--- src/rtl/bvm_pkg.sv ---
package bvm_pkg;

   localparam int FIFO_DEPTH_DEF  = 8;
   localparam int AVG_COUNT_DEF   = 3;
   localparam int SAMPLE_BITS_DEF = 12;

   localparam int GAIN_W    = 22;
   localparam int GAIN_FRAC = 20;
   localparam int DROP_W    = 8;
   localparam int VOLT_W    = 12;
   localparam int PCT_W     = 7;
   localparam int SLOPE_W   = 8;
   localparam int HOLD_W    = 8;
   localparam int AD_W      = 12;
   localparam int DIV_IDX_W = $clog2(PCT_W);

   localparam int CSR_ADDR_W = 5;
   localparam int CSR_DATA_W = 32;

   localparam logic [VOLT_W-1:0] VOLT_MAX    = 12'hfff;
   localparam logic [HOLD_W-1:0] HOLD_INIT   = 8'hff;
   localparam logic [HOLD_W-1:0] HOLD_RELOAD = 8'd10;
   localparam logic [PCT_W-1:0]  PCT_SCALE   = 7'd100;

   localparam logic [GAIN_W-1:0]  SCALE_GAIN_RST   = 22'd647991;
   localparam logic [DROP_W-1:0]  DROP_RST         = 8'd0;
   localparam logic [VOLT_W-1:0]  CUTOFF_RST       = 12'd560;
   localparam logic [VOLT_W-1:0]  FULL_CHARGE_RST  = 12'd705;
   localparam logic [VOLT_W-1:0]  FULL_DISCH_RST   = 12'd655;
   localparam logic [SLOPE_W-1:0] SLOPE_RST        = 8'd1;
   localparam logic [PCT_W-1:0]   LOW_SET_RST      = 7'd10;
   localparam logic [PCT_W-1:0]   LOW_CLEAR_RST    = 7'd30;
   localparam logic [VOLT_W-1:0]  REF_VOLT_RST     = 12'd655;

   typedef enum logic [1:0] {
      REQ_SAMPLE = 2'd0,
      REQ_TICK   = 2'd1,
      REQ_REF    = 2'd2
   } req_type_type;

   typedef enum logic [2:0] {
      REG_SCALE_GAIN   = 3'd0,
      REG_DROP         = 3'd1,
      REG_CUTOFF       = 3'd2,
      REG_FULL_CHARGE  = 3'd3,
      REG_FULL_DISCH   = 3'd4,
      REG_SLOPE        = 3'd5,
      REG_LOW_SET      = 3'd6,
      REG_LOW_CLEAR    = 3'd7
   } reg_index_type;

   typedef struct packed {
      logic [GAIN_W-1:0]  scale_gain;
      logic [DROP_W-1:0]  drop_voltage;
      logic [VOLT_W-1:0]  cutoff_voltage;
      logic [VOLT_W-1:0]  full_charge_voltage;
      logic [VOLT_W-1:0]  full_discharge_voltage;
      logic [SLOPE_W-1:0] slope_threshold;
      logic [PCT_W-1:0]   low_set_percent;
      logic [PCT_W-1:0]   low_clear_percent;
   } cfg_type;

   typedef struct packed {
      logic                 sample_wr;
      logic                 ref_reload;
      logic                 tick_start;
      logic                 pop_rd;
      logic                 avg_load;
      logic                 mul_load;
      logic                 volt_load;
      logic                 trend_load;
      logic                 prep_load;
      logic                 div_step;
      logic [DIV_IDX_W-1:0] div_bit;
      logic                 out_load;
   } cmd_type;

   typedef struct packed {
      logic enough;
      logic full;
      logic empty;
      logic out_free;
   } sts_type;

endpackage

--- src/rtl/bvm_ctrl.sv ---
module bvm_ctrl import bvm_pkg::*; #(
   parameter int AVG_COUNT = AVG_COUNT_DEF
) (
   input  logic       clock,
   input  logic       reset,
   input  logic       req_valid,
   input  logic [1:0] req_type,
   input  sts_type    sts,
   output cmd_type    cmd,
   output logic       req_stall
);

   localparam int CNT_W = ($clog2(AVG_COUNT) > DIV_IDX_W) ? $clog2(AVG_COUNT) : DIV_IDX_W;

   typedef enum logic [9:0] {
      ST_IDLE  = 10'b00_0000_0001,
      ST_POP   = 10'b00_0000_0010,
      ST_LAST  = 10'b00_0000_0100,
      ST_AVG   = 10'b00_0000_1000,
      ST_MUL   = 10'b00_0001_0000,
      ST_VOLT  = 10'b00_0010_0000,
      ST_TREND = 10'b00_0100_0000,
      ST_PREP  = 10'b00_1000_0000,
      ST_DIV   = 10'b01_0000_0000,
      ST_DONE  = 10'b10_0000_0000
   } state_type;

   state_type         state_ff, state_in;
   logic [CNT_W-1:0]  cnt_ff, cnt_in;

   always_comb begin
      state_in  = state_ff;
      cnt_in    = cnt_ff;
      cmd       = '0;
      req_stall = (state_ff != ST_IDLE);
      unique case (state_ff)
         ST_IDLE: begin
            if (req_valid) begin
               unique case (req_type_type'(req_type))
                  REQ_SAMPLE: cmd.sample_wr = !sts.full;
                  REQ_REF:    cmd.ref_reload = 1'b1;
                  REQ_TICK: begin
                     cmd.tick_start = 1'b1;
                     cnt_in         = '0;
                     state_in       = sts.enough ? ST_POP : ST_MUL;
                  end
                  default: ;
               endcase
            end
         end
         ST_POP: begin
            cmd.pop_rd = 1'b1;
            cnt_in     = cnt_ff + CNT_W'(1);
            if (cnt_ff == CNT_W'(AVG_COUNT - 1)) state_in = ST_LAST;
         end
         // last read word lands in the accumulator here
         ST_LAST: state_in = ST_AVG;
         ST_AVG: begin
            cmd.avg_load = 1'b1;
            state_in     = ST_MUL;
         end
         ST_MUL: begin
            cmd.mul_load = 1'b1;
            state_in     = ST_VOLT;
         end
         ST_VOLT: begin
            cmd.volt_load = 1'b1;
            state_in      = ST_TREND;
         end
         ST_TREND: begin
            cmd.trend_load = 1'b1;
            state_in       = ST_PREP;
         end
         ST_PREP: begin
            cmd.prep_load = 1'b1;
            cnt_in        = CNT_W'(PCT_W - 1);
            state_in      = ST_DIV;
         end
         ST_DIV: begin
            cmd.div_step = 1'b1;
            cmd.div_bit  = cnt_ff[DIV_IDX_W-1:0];
            cnt_in       = cnt_ff - CNT_W'(1);
            if (cnt_ff == '0) state_in = ST_DONE;
         end
         ST_DONE: begin
            // hold until the output register can take the result
            if (sts.out_free) begin
               cmd.out_load = 1'b1;
               state_in     = ST_IDLE;
            end
         end
         default: state_in = ST_IDLE;
      endcase
   end

   always_ff @(posedge clock) begin
      if (reset) begin
         state_ff <= ST_IDLE;
         cnt_ff   <= '0;
      end else begin
         state_ff <= state_in;
         cnt_ff   <= cnt_in;
      end
   end

endmodule

--- src/rtl/bvm_datapath.sv ---
module bvm_datapath import bvm_pkg::*; #(
   parameter int FIFO_DEPTH  = FIFO_DEPTH_DEF,
   parameter int AVG_COUNT   = AVG_COUNT_DEF,
   parameter int SAMPLE_BITS = SAMPLE_BITS_DEF
) (
   input  logic                   clock,
   input  logic                   reset,
   input  cmd_type                cmd,
   output sts_type                sts,
   input  cfg_type                cfg,
   input  logic [SAMPLE_BITS-1:0] req_sample,
   input  logic                   rsp_stall,
   output logic                   rsp_valid,
   output logic [VOLT_W-1:0]      rsp_volt_centi,
   output logic [PCT_W-1:0]       rsp_percent,
   output logic                   rsp_charging,
   output logic                   rsp_low_flag,
   output logic                   rsp_below_cutoff,
   output logic [AD_W-1:0]        rsp_filtered_ad,
   output logic                   rsp_updated
);

   localparam int PTR_W   = $clog2(FIFO_DEPTH);
   localparam int CNT_W   = $clog2(FIFO_DEPTH + 1);
   localparam int SUM_W   = SAMPLE_BITS + $clog2(AVG_COUNT);
   localparam int RSHIFT  = SUM_W + 2;
   localparam int RECIP_W = RSHIFT + 1;
   localparam logic [RECIP_W-1:0] RECIP =
      RECIP_W'(((64'd1 << RSHIFT) + 64'(AVG_COUNT) - 64'd1) / 64'(AVG_COUNT));
   localparam int AVGP_W  = SUM_W + RECIP_W;
   localparam int PROD_W  = SAMPLE_BITS + GAIN_W;
   localparam int VSUM_W  = (SAMPLE_BITS + 3 > VOLT_W + 1) ? SAMPLE_BITS + 3 : VOLT_W + 1;
   localparam int NUM_W   = VOLT_W + PCT_W;

   function automatic logic [PTR_W-1:0] ptr_next(input logic [PTR_W-1:0] p);
      return (p == PTR_W'(FIFO_DEPTH - 1)) ? '0 : p + PTR_W'(1);
   endfunction

   logic [SAMPLE_BITS-1:0] fifo_mem [FIFO_DEPTH];
   logic [SAMPLE_BITS-1:0] rd_data_ff;

   logic [PTR_W-1:0]       head_ff, head_in, tail_ff, tail_in;
   logic [CNT_W-1:0]       count_ff, count_in;
   logic                   rd_vld_ff, rd_vld_in;
   logic                   updated_ff, updated_in;
   logic [SAMPLE_BITS-1:0] filtered_ff, filtered_in;
   logic [VOLT_W-1:0]      ref_ff, ref_in;
   logic                   trend_ff, trend_in;
   logic                   low_ff, low_in;
   logic [HOLD_W-1:0]      hold_ff, hold_in;
   logic                   rsp_valid_ff, rsp_valid_in;

   logic [SUM_W-1:0]       sum_ff, sum_in;
   logic [PROD_W-1:0]      prod_ff, prod_in;
   logic [VOLT_W-1:0]      volt_ff, volt_in;
   logic [NUM_W-1:0]       rem_ff, rem_in;
   logic [VOLT_W-1:0]      den_ff, den_in;
   logic                   degen_ff, degen_in;
   logic [PCT_W-1:0]       quo_ff, quo_in;

   logic [VOLT_W-1:0]      out_volt_ff, out_volt_in;
   logic [PCT_W-1:0]       out_pct_ff, out_pct_in;
   logic                   out_chg_ff, out_chg_in;
   logic                   out_low_ff, out_low_in;
   logic                   out_below_ff, out_below_in;
   logic [AD_W-1:0]        out_ad_ff, out_ad_in;
   logic                   out_upd_ff, out_upd_in;

   logic [AVGP_W-1:0]      avg_prod;
   logic [VSUM_W-1:0]      vsum;
   logic signed [VOLT_W+1:0] diff, thr;
   logic [VOLT_W-1:0]      full_sel, vclamp;
   logic [NUM_W-1:0]       den_shift;
   logic [PCT_W-1:0]       pct;

   assign avg_prod  = AVGP_W'(sum_ff) * AVGP_W'(RECIP);
   assign vsum      = VSUM_W'(prod_ff >> GAIN_FRAC) + VSUM_W'(cfg.drop_voltage);
   assign diff      = $signed({2'b00, volt_ff}) - $signed({2'b00, ref_ff});
   assign thr       = $signed((VOLT_W + 2)'(cfg.slope_threshold));
   assign full_sel  = trend_ff ? cfg.full_charge_voltage : cfg.full_discharge_voltage;
   assign vclamp    = (volt_ff < cfg.cutoff_voltage) ? cfg.cutoff_voltage :
                      (volt_ff > full_sel) ? full_sel : volt_ff;
   assign den_shift = NUM_W'(den_ff) << cmd.div_bit;
   assign pct       = degen_ff ? '0 : quo_ff;

   assign sts.enough   = (count_ff >= CNT_W'(AVG_COUNT));
   assign sts.full     = (count_ff == CNT_W'(FIFO_DEPTH));
   assign sts.empty    = (count_ff == '0);
   assign sts.out_free = !rsp_valid_ff || !rsp_stall;

   always_comb begin
      head_in      = head_ff;
      tail_in      = tail_ff;
      count_in     = count_ff;
      rd_vld_in    = cmd.pop_rd;
      updated_in   = updated_ff;
      filtered_in  = filtered_ff;
      ref_in       = ref_ff;
      trend_in     = trend_ff;
      low_in       = low_ff;
      hold_in      = hold_ff;
      sum_in       = sum_ff;
      prod_in      = prod_ff;
      volt_in      = volt_ff;
      rem_in       = rem_ff;
      den_in       = den_ff;
      degen_in     = degen_ff;
      quo_in       = quo_ff;
      out_volt_in  = out_volt_ff;
      out_pct_in   = out_pct_ff;
      out_chg_in   = out_chg_ff;
      out_low_in   = out_low_ff;
      out_below_in = out_below_ff;
      out_ad_in    = out_ad_ff;
      out_upd_in   = out_upd_ff;
      rsp_valid_in = rsp_valid_ff;

      if (cmd.sample_wr) begin
         tail_in  = ptr_next(tail_ff);
         count_in = count_ff + CNT_W'(1);
      end
      if (cmd.pop_rd) begin
         head_in  = ptr_next(head_ff);
         count_in = count_ff - CNT_W'(1);
      end

      if (cmd.tick_start) begin
         sum_in     = '0;
         updated_in = sts.enough;
      end else if (rd_vld_ff) begin
         sum_in = sum_ff + SUM_W'(rd_data_ff);
      end

      if (cmd.ref_reload && hold_ff != HOLD_INIT) hold_in = HOLD_RELOAD;

      if (cmd.avg_load)  filtered_in = SAMPLE_BITS'(avg_prod >> RSHIFT);
      if (cmd.mul_load)  prod_in = PROD_W'(filtered_ff) * PROD_W'(cfg.scale_gain);
      if (cmd.volt_load) volt_in = (vsum > VSUM_W'(VOLT_MAX)) ? VOLT_MAX : VOLT_W'(vsum);

      if (cmd.trend_load && updated_ff) begin
         if (hold_ff == '0 || hold_ff == HOLD_INIT) begin
            hold_in = '0;
            if (diff > thr) begin
               trend_in = 1'b1;
               ref_in   = volt_ff;
            end else if (diff < -thr) begin
               trend_in = 1'b0;
               ref_in   = volt_ff;
            end
         end else begin
            hold_in = hold_ff - HOLD_W'(1);
            ref_in  = volt_ff;
         end
      end

      if (cmd.prep_load) begin
         rem_in   = NUM_W'(vclamp - cfg.cutoff_voltage) * NUM_W'(PCT_SCALE);
         den_in   = full_sel - cfg.cutoff_voltage;
         degen_in = (full_sel <= cfg.cutoff_voltage);
         quo_in   = '0;
      end

      // one restoring quotient bit per step, most significant first
      if (cmd.div_step && rem_ff >= den_shift) begin
         rem_in              = rem_ff - den_shift;
         quo_in[cmd.div_bit] = 1'b1;
      end

      if (cmd.out_load) begin
         if (pct < cfg.low_set_percent) low_in = 1'b1;
         else if (pct >= cfg.low_clear_percent) low_in = 1'b0;
         out_volt_in  = volt_ff;
         out_pct_in   = pct;
         out_chg_in   = trend_ff;
         out_low_in   = low_in;
         out_below_in = (volt_ff < cfg.cutoff_voltage);
         out_ad_in    = AD_W'(filtered_ff);
         out_upd_in   = updated_ff;
         rsp_valid_in = 1'b1;
      end else if (rsp_valid_ff && !rsp_stall) begin
         rsp_valid_in = 1'b0;
      end
   end

   always_ff @(posedge clock) begin
      if (cmd.sample_wr) fifo_mem[tail_ff] <= req_sample;
      if (cmd.pop_rd) rd_data_ff <= fifo_mem[head_ff];
   end

   always_ff @(posedge clock) begin
      if (reset) begin
         head_ff      <= '0;
         tail_ff      <= '0;
         count_ff     <= '0;
         rd_vld_ff    <= 1'b0;
         updated_ff   <= 1'b0;
         filtered_ff  <= '0;
         ref_ff       <= REF_VOLT_RST;
         trend_ff     <= 1'b0;
         low_ff       <= 1'b0;
         hold_ff      <= HOLD_INIT;
         rsp_valid_ff <= 1'b0;
      end else begin
         head_ff      <= head_in;
         tail_ff      <= tail_in;
         count_ff     <= count_in;
         rd_vld_ff    <= rd_vld_in;
         updated_ff   <= updated_in;
         filtered_ff  <= filtered_in;
         ref_ff       <= ref_in;
         trend_ff     <= trend_in;
         low_ff       <= low_in;
         hold_ff      <= hold_in;
         rsp_valid_ff <= rsp_valid_in;
      end
   end

   always_ff @(posedge clock) begin
      sum_ff       <= sum_in;
      prod_ff      <= prod_in;
      volt_ff      <= volt_in;
      rem_ff       <= rem_in;
      den_ff       <= den_in;
      degen_ff     <= degen_in;
      quo_ff       <= quo_in;
      out_volt_ff  <= out_volt_in;
      out_pct_ff   <= out_pct_in;
      out_chg_ff   <= out_chg_in;
      out_low_ff   <= out_low_in;
      out_below_ff <= out_below_in;
      out_ad_ff    <= out_ad_in;
      out_upd_ff   <= out_upd_in;
   end

   assign rsp_valid        = rsp_valid_ff;
   assign rsp_volt_centi   = out_volt_ff;
   assign rsp_percent      = out_pct_ff;
   assign rsp_charging     = out_chg_ff;
   assign rsp_low_flag     = out_low_ff;
   assign rsp_below_cutoff = out_below_ff;
   assign rsp_filtered_ad  = out_ad_ff;
   assign rsp_updated      = out_upd_ff;

endmodule

--- src/rtl/battery_voltage_monitor_core.sv ---
// Battery voltage monitor. Sample requests push a raw AD count into a FIFO of FIFO_DEPTH
// words (dropped when full); reference requests reload the 10-tick trend hold-off once
// the trend has first updated. A tick request gives one result: when AVG_COUNT samples
// are queued it pops and averages them; it scales the latest average to centivolts,
// updates the charge trend if it averaged, and then computes percent, low flag and
// cut-off flag. Averaging runs through the one-word-per-cycle FIFO read port, and every
// tick runs the seven-step percent divider. The result sits in an output register, so
// the next request is taken while it waits. FIFO words hold no reset value and are never
// read before being written.
module battery_voltage_monitor_core import bvm_pkg::*; #(
   parameter int FIFO_DEPTH  = FIFO_DEPTH_DEF,
   parameter int AVG_COUNT   = AVG_COUNT_DEF,
   parameter int SAMPLE_BITS = SAMPLE_BITS_DEF
) (
   input  logic                   clock,
   input  logic                   reset,

   input  logic                   req_valid,
   output logic                   req_stall,
   input  logic [1:0]             req_type,
   input  logic [SAMPLE_BITS-1:0] req_sample,

   output logic                   rsp_valid,
   input  logic                   rsp_stall,
   output logic [VOLT_W-1:0]      rsp_volt_centi,
   output logic [PCT_W-1:0]       rsp_percent,
   output logic                   rsp_charging,
   output logic                   rsp_low_flag,
   output logic                   rsp_below_cutoff,
   output logic [AD_W-1:0]        rsp_filtered_ad,
   output logic                   rsp_updated,

   input  logic                   psel,
   input  logic                   penable,
   input  logic                   pwrite,
   input  logic [CSR_ADDR_W-1:0]  paddr,
   input  logic [CSR_DATA_W-1:0]  pwdata,
   output logic [CSR_DATA_W-1:0]  prdata,
   output logic                   pready
);

   cfg_type       cfg_ff, cfg_in;
   cmd_type       cmd;
   sts_type       sts;
   reg_index_type csr_idx;
   logic          csr_wr;

   assign pready  = 1'b1;
   assign csr_idx = reg_index_type'(paddr[CSR_ADDR_W-1:2]);
   assign csr_wr  = psel && penable && pwrite && pready;

   always_comb begin
      cfg_in = cfg_ff;
      if (csr_wr) begin
         unique case (csr_idx)
            REG_SCALE_GAIN:  cfg_in.scale_gain             = pwdata[GAIN_W-1:0];
            REG_DROP:        cfg_in.drop_voltage           = pwdata[DROP_W-1:0];
            REG_CUTOFF:      cfg_in.cutoff_voltage         = pwdata[VOLT_W-1:0];
            REG_FULL_CHARGE: cfg_in.full_charge_voltage    = pwdata[VOLT_W-1:0];
            REG_FULL_DISCH:  cfg_in.full_discharge_voltage = pwdata[VOLT_W-1:0];
            REG_SLOPE:       cfg_in.slope_threshold        = pwdata[SLOPE_W-1:0];
            REG_LOW_SET:     cfg_in.low_set_percent        = pwdata[PCT_W-1:0];
            REG_LOW_CLEAR:   cfg_in.low_clear_percent      = pwdata[PCT_W-1:0];
         endcase
      end
   end

   always_comb begin
      unique case (csr_idx)
         REG_SCALE_GAIN:  prdata = CSR_DATA_W'(cfg_ff.scale_gain);
         REG_DROP:        prdata = CSR_DATA_W'(cfg_ff.drop_voltage);
         REG_CUTOFF:      prdata = CSR_DATA_W'(cfg_ff.cutoff_voltage);
         REG_FULL_CHARGE: prdata = CSR_DATA_W'(cfg_ff.full_charge_voltage);
         REG_FULL_DISCH:  prdata = CSR_DATA_W'(cfg_ff.full_discharge_voltage);
         REG_SLOPE:       prdata = CSR_DATA_W'(cfg_ff.slope_threshold);
         REG_LOW_SET:     prdata = CSR_DATA_W'(cfg_ff.low_set_percent);
         REG_LOW_CLEAR:   prdata = CSR_DATA_W'(cfg_ff.low_clear_percent);
      endcase
   end

   always_ff @(posedge clock) begin
      if (reset) begin
         cfg_ff.scale_gain             <= SCALE_GAIN_RST;
         cfg_ff.drop_voltage           <= DROP_RST;
         cfg_ff.cutoff_voltage         <= CUTOFF_RST;
         cfg_ff.full_charge_voltage    <= FULL_CHARGE_RST;
         cfg_ff.full_discharge_voltage <= FULL_DISCH_RST;
         cfg_ff.slope_threshold        <= SLOPE_RST;
         cfg_ff.low_set_percent        <= LOW_SET_RST;
         cfg_ff.low_clear_percent      <= LOW_CLEAR_RST;
      end else begin
         cfg_ff <= cfg_in;
      end
   end

   bvm_ctrl #(
      .AVG_COUNT (AVG_COUNT)
   ) u_ctrl (
      .clock     (clock),
      .reset     (reset),
      .req_valid (req_valid),
      .req_type  (req_type),
      .sts       (sts),
      .cmd       (cmd),
      .req_stall (req_stall)
   );

   bvm_datapath #(
      .FIFO_DEPTH  (FIFO_DEPTH),
      .AVG_COUNT   (AVG_COUNT),
      .SAMPLE_BITS (SAMPLE_BITS)
   ) u_datapath (
      .clock            (clock),
      .reset            (reset),
      .cmd              (cmd),
      .sts              (sts),
      .cfg              (cfg_ff),
      .req_sample       (req_sample),
      .rsp_stall        (rsp_stall),
      .rsp_valid        (rsp_valid),
      .rsp_volt_centi   (rsp_volt_centi),
      .rsp_percent      (rsp_percent),
      .rsp_charging     (rsp_charging),
      .rsp_low_flag     (rsp_low_flag),
      .rsp_below_cutoff (rsp_below_cutoff),
      .rsp_filtered_ad  (rsp_filtered_ad),
      .rsp_updated      (rsp_updated)
   );

   // a finished result never overwrites one that is still waiting
   a_no_overwrite: assert property (@(posedge clock) disable iff (reset)
      cmd.out_load |-> (!rsp_valid || !rsp_stall))
      else $error("result overwritten while stalled");

   // pops only from a non-empty FIFO
   a_pop_nonempty: assert property (@(posedge clock) disable iff (reset)
      cmd.pop_rd |-> !sts.empty)
      else $error("FIFO popped while empty");

   // the request side reopens right after a result is loaded
   a_reopen: assert property (@(posedge clock) disable iff (reset)
      cmd.out_load |=> !req_stall)
      else $error("request side not reopened after result");

endmodule

--- config.mk ---
export PLATFORM = sky130hd
export DESIGN_NAME = battery_voltage_monitor_core
export DESIGN_NICKNAME = d
export VERILOG_FILES = /design/src/rtl/bvm_pkg.sv /design/src/rtl/bvm_ctrl.sv /design/src/rtl/bvm_datapath.sv /design/src/rtl/battery_voltage_monitor_core.sv
export SDC_FILE = /design/constraint.sdc
export NUM_CORES = 2
export LEC_CHECK = 0
export BUFFER_PORTS_ARGS = -buffer_cell sky130_fd_sc_hd__buf_2
export CAP_MARGIN = 15
export CORE_UTILIZATION = 30
export DETAILED_ROUTE_END_ITERATION = 8
export SKIP_LAST_GASP = 1
export SYNTH_ARGS = -nofsm -noshare
export SYNTH_HDL_FRONTEND = slang
export SYNTH_SLANG_ARGS = --single-unit
--- constraint.sdc ---
create_clock -name clock -period 9.1 [get_ports clock]
set_clock_uncertainty 0.05 [all_clocks]
set_input_delay 0 -clock clock [delete_from_list [all_inputs] [get_ports clock]]
set_output_delay 0 -clock clock [all_outputs]
set_load 0.02 [all_outputs]
# --- Word-level counts from Yosys, hierarchy flattened ---
# Memories as Yosys holds them, arrays and structs flattened. A register that Yosys moved wholly into a read port is not among the register bits.
# Cells that the tools add are included.
word_totals:
  regBits: 282
  latchBits: 0
  ramBits: 96
  rom_bits: 0
  in_bits: 58
  output_inout_bits: 70
  wordCells: 186
  mem_count: 1
mem_list:
  columns: ["name", "depth", "word_bits", "rd", "rd_ports_with_merged_regs", "wr", "line", "rtl"]
  rows:
  - ["u_datapath.fifo_mem", 8, 12, 1, 1, 1, "bvm_datapath.sv:39", "logic [SAMPLE_BITS-1:0] fifo_mem [FIFO_DEPTH];"]
op_classes:
  addsub: 14
  multipliers: 3
  div: 0
  n_lt_le_gt_ge: 12
  eq_ne: 32
  shifts: 1
  n_mux: 53
  n_bitwise: 1
  n_reduce_logical: 34
op_table:
  columns: ["operator", "count"]
  rows:
  - ["$pmux W32 S8", 1]
  - ["$pmux W10 S10", 1]
  - ["$mux W12", 6]
  - ["$mux W10", 5]
  - ["$mux W19", 2]
  - ["$mul A12 B22 Y34", 1]
  - ["$mul A14 B14 Y27 const B", 1]
  - ["$sub A12 B12 Y13", 2]
  - ["$mux W8", 3]
  - ["$mux W7", 3]
  - ["$mux W1", 20]
  - ["$ge A19 B19 Y1", 1]
  - ["$mul A19 B5 Y17 const B", 1]
  - ["$shl A12 B3 Y19", 1]
  - ["$sub A19 B19 Y19", 1]
  - ["$eq A3 B3 Y1 const B", 6]
  - ["$mux W3", 6]
  - ["$reduce_and A2 Y1", 9]
  - ["$add A14 B8 Y15", 1]
  - ["$gt A15 B12 Y1 const B", 1]
  - ["$add A14 B12 Y14", 1]
  - ["$gt A14 B9 Y1", 1]
  - ["$lt A14 B14 Y1", 1]
  - ["$neg A8 Y14", 1]
  - ["50 further kinds", 74]

# --- Depth between registers and ports, before layout ---
depth:
  depth_word: 8
  ltp_mapped: 37
  ltp_nobuf: 34

# --- Cells and area by module ---
# From an unflattened synthesis, not the netlist that was laid out.
hier_totals:
  cells_unflattened: 3330
  area_unflattened_um2: 32379.8
modules_own_cells:
  columns: ["mod", "instances", "cells_each", "area_per_inst_um2", "seq_area_each_um2"]
  rows:
  - ["bvm_datapath", 1, 2671, 27242.4, 7397.1]
  - ["battery_voltage_monitor_core", 1, 545, 4215.3, 1761.7]
  - ["bvm_ctrl", 1, 114, 922.1, 260.2]

# --- Worst setup path before layout ---
# OpenSTA, ideal clock, no wires.
synth_timing:
  kind: "flip-flop to flip-flop"
  start: "register u_datapath.trend_ff"
  end: "register u_datapath.rem_ff[18], data pin"
  setup_ns: 0.264
  arrival_ns: 7.484
  required_ns: 8.786
  slack_ns: 1.302
  stages_incl_launch_ff: 37
  path_buffers: 3
  period_less_slack_ns: 7.798
  cell_sequence: "dfxtp_1 clkbuf_1 buf_1 mux2i_1 ha_1 a21o_1 a21o_1 a21o_1 a21o_1 a21o_1 a221oi_1 o21ba_2 clkbuf_1 o31a_1 mux2i_1 ha_1 fa_1 nor2b_1 o21ai_0 a21boi_0 o21ai_1 a21oi_1 a21oi_1 xnor2_1 ha_1 ha_1 inv_1 fa_1 inv_1 ha_1 and2_1 o21ai_0 o31ai_1 o41ai_1 xnor2_1 xnor2_1 mux2i_1"
synth_via:
  elab_chain_len: 8
synth_lines:
  columns: ["item", "line", "rtl"]
  rows:
  - ["start, declared", "bvm_datapath.sv:48", "logic trend_ff, trend_in;"]
  - ["start signal, assigned", "bvm_datapath.sv:211", "trend_ff <= trend_in;"]
  - ["$mux W12 *", "bvm_datapath.sv:80", "assign full_sel = trend_ff ? cfg.full_charge_voltage : cfg.full_discharge_voltage;"]
  - ["$gt A12 B12 Y1", "bvm_datapath.sv:82", "(volt_ff > full_sel) ? full_sel : volt_ff;"]
  - ["$mux W12 *", "bvm_datapath.sv:82", null]
  - ["$mux W12 *", "bvm_datapath.sv:81", "assign vclamp = (volt_ff < cfg.cutoff_voltage) ? cfg.cutoff_voltage :"]
  - ["$sub A12 B12 Y13 *", "bvm_datapath.sv:157", "rem_in = NUM_W'(vclamp - cfg.cutoff_voltage) * NUM_W'(PCT_SCALE);"]
  - ["$mul A19 B5 Y17 *", "bvm_datapath.sv:157", null]
  - ["$mux W19 *", "bvm_datapath.sv:156", "if (cmd.prep_load) begin"]
  - ["$mux W19 *", "bvm_datapath.sv:164", "if (cmd.div_step && rem_ff >= den_shift) begin"]
  - ["via u_datapath.rem_in[18]", "bvm_datapath.sv:56", "logic [NUM_W-1:0] rem_ff, rem_in;"]
  - ["end signal, assigned", "bvm_datapath.sv:222", "rem_ff <= rem_in;"]
  - ["end, declared", "bvm_datapath.sv:56", null]
# The timed path passes the listed nets; every way through them passes the cells marked *. The select of a mux whose other input is x is not followed.
# A chain may end at the register's enable or synchronous reset.

# --- Final worst setup path ---
# Same ends and word-level chain as after synthesis.

==> out/metrics.yaml <==
floorplanning:
  fp.dieH_um: 328.5
  io_pins: 128
  start_util_pct: 30.30
  fp.dieArea_um2: 107900
  core-area_um2: 105600
  rows: 119
  die_w_um: 328.5
grt:
  grt_max_degree: 73
  grt_overflow_total: 0
  grt_usage_pct: 15.98
  grt_pass1_vias: 23910
  grt_pass1_wl_mm: 134.7
  antenna_found_initial: 13
hold_path:
  hold_path_startpoint: "req_valid"
  min_path_type: "input port to flop"
sta:
  hold_viol: 0
  post-route-period-util_pct: 88.95
  max_freq_ghz: 0.1235
  setup_viol: 0
  hold_slack_ns: 0.03654
  finalCriticalPeriod_ns: 8.094
  drv_slew: 0
  rsz0062_at_grt: "no"
  setup_tns_ns: 0
  worstMarginPinSlew_ns: 1.253
  slew_headroom_pct: 16.46
clocking:
  clk_latency_ns: 0.62
  cts_root_buf: "clkbuf_16"
  h-tree-depth: 2
  cts_tree: "built"
  cts.clk_slew.worst_paths_ns: 0.06
  cts_buffers: 44
  clockBufferDepth: 3
  cts.sinks: 370
route:
  wire_per_inst_um: 17.66
  firstDrtPassIters: 7
  ant_nets: 0
  avgViaCountPerCell: 4.881
  drt-initial-drc-count: 1459
  drt_wl_total_mm: 85.80
  vias: 23716
  drcViolationCount: 32
final_layout:
  fillers: 10706
  final_cell_mix: "452 x inv_1, 443 x nand2_1, 337 x ha_1"
  multiInputGateArea_um2: 20380
  mostFrequentLayoutCell: "inv_1"
  nNetsFinal: 4099
  area_growth_pct: 12.22
  register_area_um2: 9420
  drive_above_1_share_pct: 8.256
critical_path:
  crit_top_cell: "a21o_1"
  cp_top_family: "compound AO/OA/AOI/OAI gates"
  slowest_delay_ns: 0.63
  start_kind: "flop"
  worstRegToRegCells: 31
  rrSetupSlack_ns: 1.01
  cp.depth: 31
  worstPathRequired_ns: 9.40
  slowest_stage: "dfxtp_1"
  cp-startpoint: "u_datapath.trend_ff$_SDFFE_PP0P_"
  crit_path_max_fanout: 13
  crit_path_end: "u_datapath.rem_ff[18]$_DFFE_PP_"
  crit_type: "flop to flop"
  r2r-end: "u_datapath.rem_ff[18]$_DFFE_PP_"
  regToRegStartpoint: "u_datapath.trend_ff$_SDFFE_PP0P_"
  cp.arrival_ns: 8.40
  cp_num_buf_inv: 4
  cp-end-kind: "flop"
synth:
  synth-xor-area-share_pct: 3.066
  ys.flop_type: "edfxtp_1"
  synth_top_family_by_area: "adder cells"
  synth_mux_area_share_pct: 5.914
  yosysSeqAreaShare_pct: 29.44
  ys_warn_count: 0
  ys_seq_elements: 370
  synthCells: 3335
  synthAdderAreaFrac_pct: 30.39
  synth_edf_count: 201
  synthDistinctLibCells: 76
  netlist_area_um2: 31990
  synthSimpleGateAreaFrac_pct: 14.26
  async_flop_share_pct: 0
  synth_area_per_cell_um2: 9.592
  synth-compound-area-share_pct: 9.708
placement:
  place.gp.congestion: 0.8694
  port_buffers: 104
  post-dp-hpwl_mm: 64.85
pwr:
  ir_drop_mv: 0.2952
  p_leak_nw: 16.35
  power_density_nw_per_um2: 115.3
run:
  drv_cap: 0
run_status:
  status: "finished with violations"
  violations: "design-rule violations"
-- registers in the layout, summed over array words and instances (netlist names), 10 cells and up --
signal                      count
cfg_ff                         88
u_datapath.filtered_ff         12
u_datapath.rsp_filtered_ad     12
u_datapath.ref_ff              12
u_datapath.rem_ff              19
u_datapath.fifo_mem            96
u_datapath.rd_data_ff          12
u_datapath.den_ff              12
u_datapath.rsp_volt_centi      12
u_datapath.prod_ff             14
u_ctrl.state_ff                10
u_datapath.volt_ff             12
u_datapath.sum_ff              14
-- repair_timing --
action / 4_1_cts / 5_1_grt
setup buffers: 0 / 0
gates resized for setup: 0 / 0
endpoints found under the hold margin: 219 / 0
hold buffers: 42 / 0
-- worst register-to-register path, delay by kind of cell (launching register included) --
kind,cells,cell delay [ns]
AO/OA/AOI/OAI,14,2.95
adder cells (fa/ha/maj),6,2.25
AND/OR/NAND/NOR,2,0.64
flip-flops,1,0.63
buffers and inverters,4,0.54
multiplexers,3,0.49
XOR/XNOR,2,0.33
-- Yosys cell counts, drive strengths merged (5+ instances only) --
master  count  area (um^2)
a21o       48        360.4
a31oi       8        50.05
mux2       24        270.3
a221oi      9        78.83
nor2b      29        181.4
nor4b       6        52.55
o41ai       7        61.31
nor3b       9        67.56
nand4      20        125.1
o31ai      27        207.7
o22ai       5        31.28
o311ai      7        61.31
a21oi     165        825.8
buf        21        131.4
xor2       36        315.3
a22oi       9        67.56
nor4       11        83.83
inv       457         1715
or3        14        87.58
mux4       24        540.5
nor3       38        190.2
o21a       25        187.7
mux2i     108         1081
a21boi      8        60.06
nand2b     28        175.2
ha        337         4217
a211oi     16        120.1
and3       14        87.58
o21ai      90        450.4
xnor2      76        665.6
nor2      212        798.3
dfxtp     169         3383
nand4b      7        61.31
clkbuf    121        454.2
and2       97        606.8
nand2     443         1663
fa        275         5505
o21bai     10        75.07
nand3      52        260.3
o211ai     21        157.7
edfxtp    201         6036
-- how the worst min path moves through the flow --
stage,endpoint,slack (ns),cells after the start
floorplan,u_datapath.fifo_mem[0][0]$_DFFE_PP_,0.05,0
global placement,u_datapath.fifo_mem[3][2]$_DFFE_PP_,0.22,1
detailed placement,cfg_ff[85]$_SDFFE_PP1P_,0.22,3
CTS,u_ctrl.state_ff[0]$_SDFFE_PP1P_,0.0004,4
global route,u_datapath.hold_ff[7]$_SDFFE_PP1P_,0.05,6
finish,u_datapath.hold_ff[5]$_SDFFE_PP1P_,0.04,6
-- area by class of cell --
class	instances	share of cell area (%)
antenna	4	0.02788
clock buffer	57	3.346
clock inverter	24	0.6099
inverter	457	4.779
multi-input combinational	2375	56.78
sequential	370	26.24
tap	1391	4.848
timing repair buffer	181	3.370
-- cells by family (layout without fill, tap and decap cells) --
family	count (synthesis)	after routing
and+or+nand+nor	995	995
muxes	156	156
AOI/OAI and AO/OA	489	489
buffers and inverters	599	719
xor gates and xnor gates	112	112
other	2	15
DFF	370	370
adders and majority gates	612	612
-- power breakdown --
part	leakage, nW	internal (mW)	total [mW]	switching (mW)
clock network	0.685	0.999	1.75	0.753
logic	12.5	0.228	0.577	0.349
registers	3.17	1.79	1.81	0.0237
total	16.4	3.01	4.14	1.13
-- routing by layer --
metal | up-vias | track usage (%) | part of all wire (%)
li1 | 11390 | - | -
met1 | 11538 | 21.25 | 45
met2 | 627 | 26.16 | 46
met3 | 143 | 3.262 | 6.6
met4 | 18 | 4.328 | 2.6
met5 | - | 0.9317 | 0.29
-- stage by stage --
stage	std cells	power (mW)	worst slack, ns	util, %	cell area, um^2
floorplan	3344	2.239	1.302	-	32020
detailed placement	4731	2.400	0.9512	32.24	34040
global route	4857	4.304	0.5032	34.00	35890
CTS	4854	4.170	0.9734	33.99	35880
global placement	4731	2.392	1.068	32.24	34040
finish	4859	4.139	1.006	34.01	35900
No activity file was read; power rests on OpenSTA's default activity.
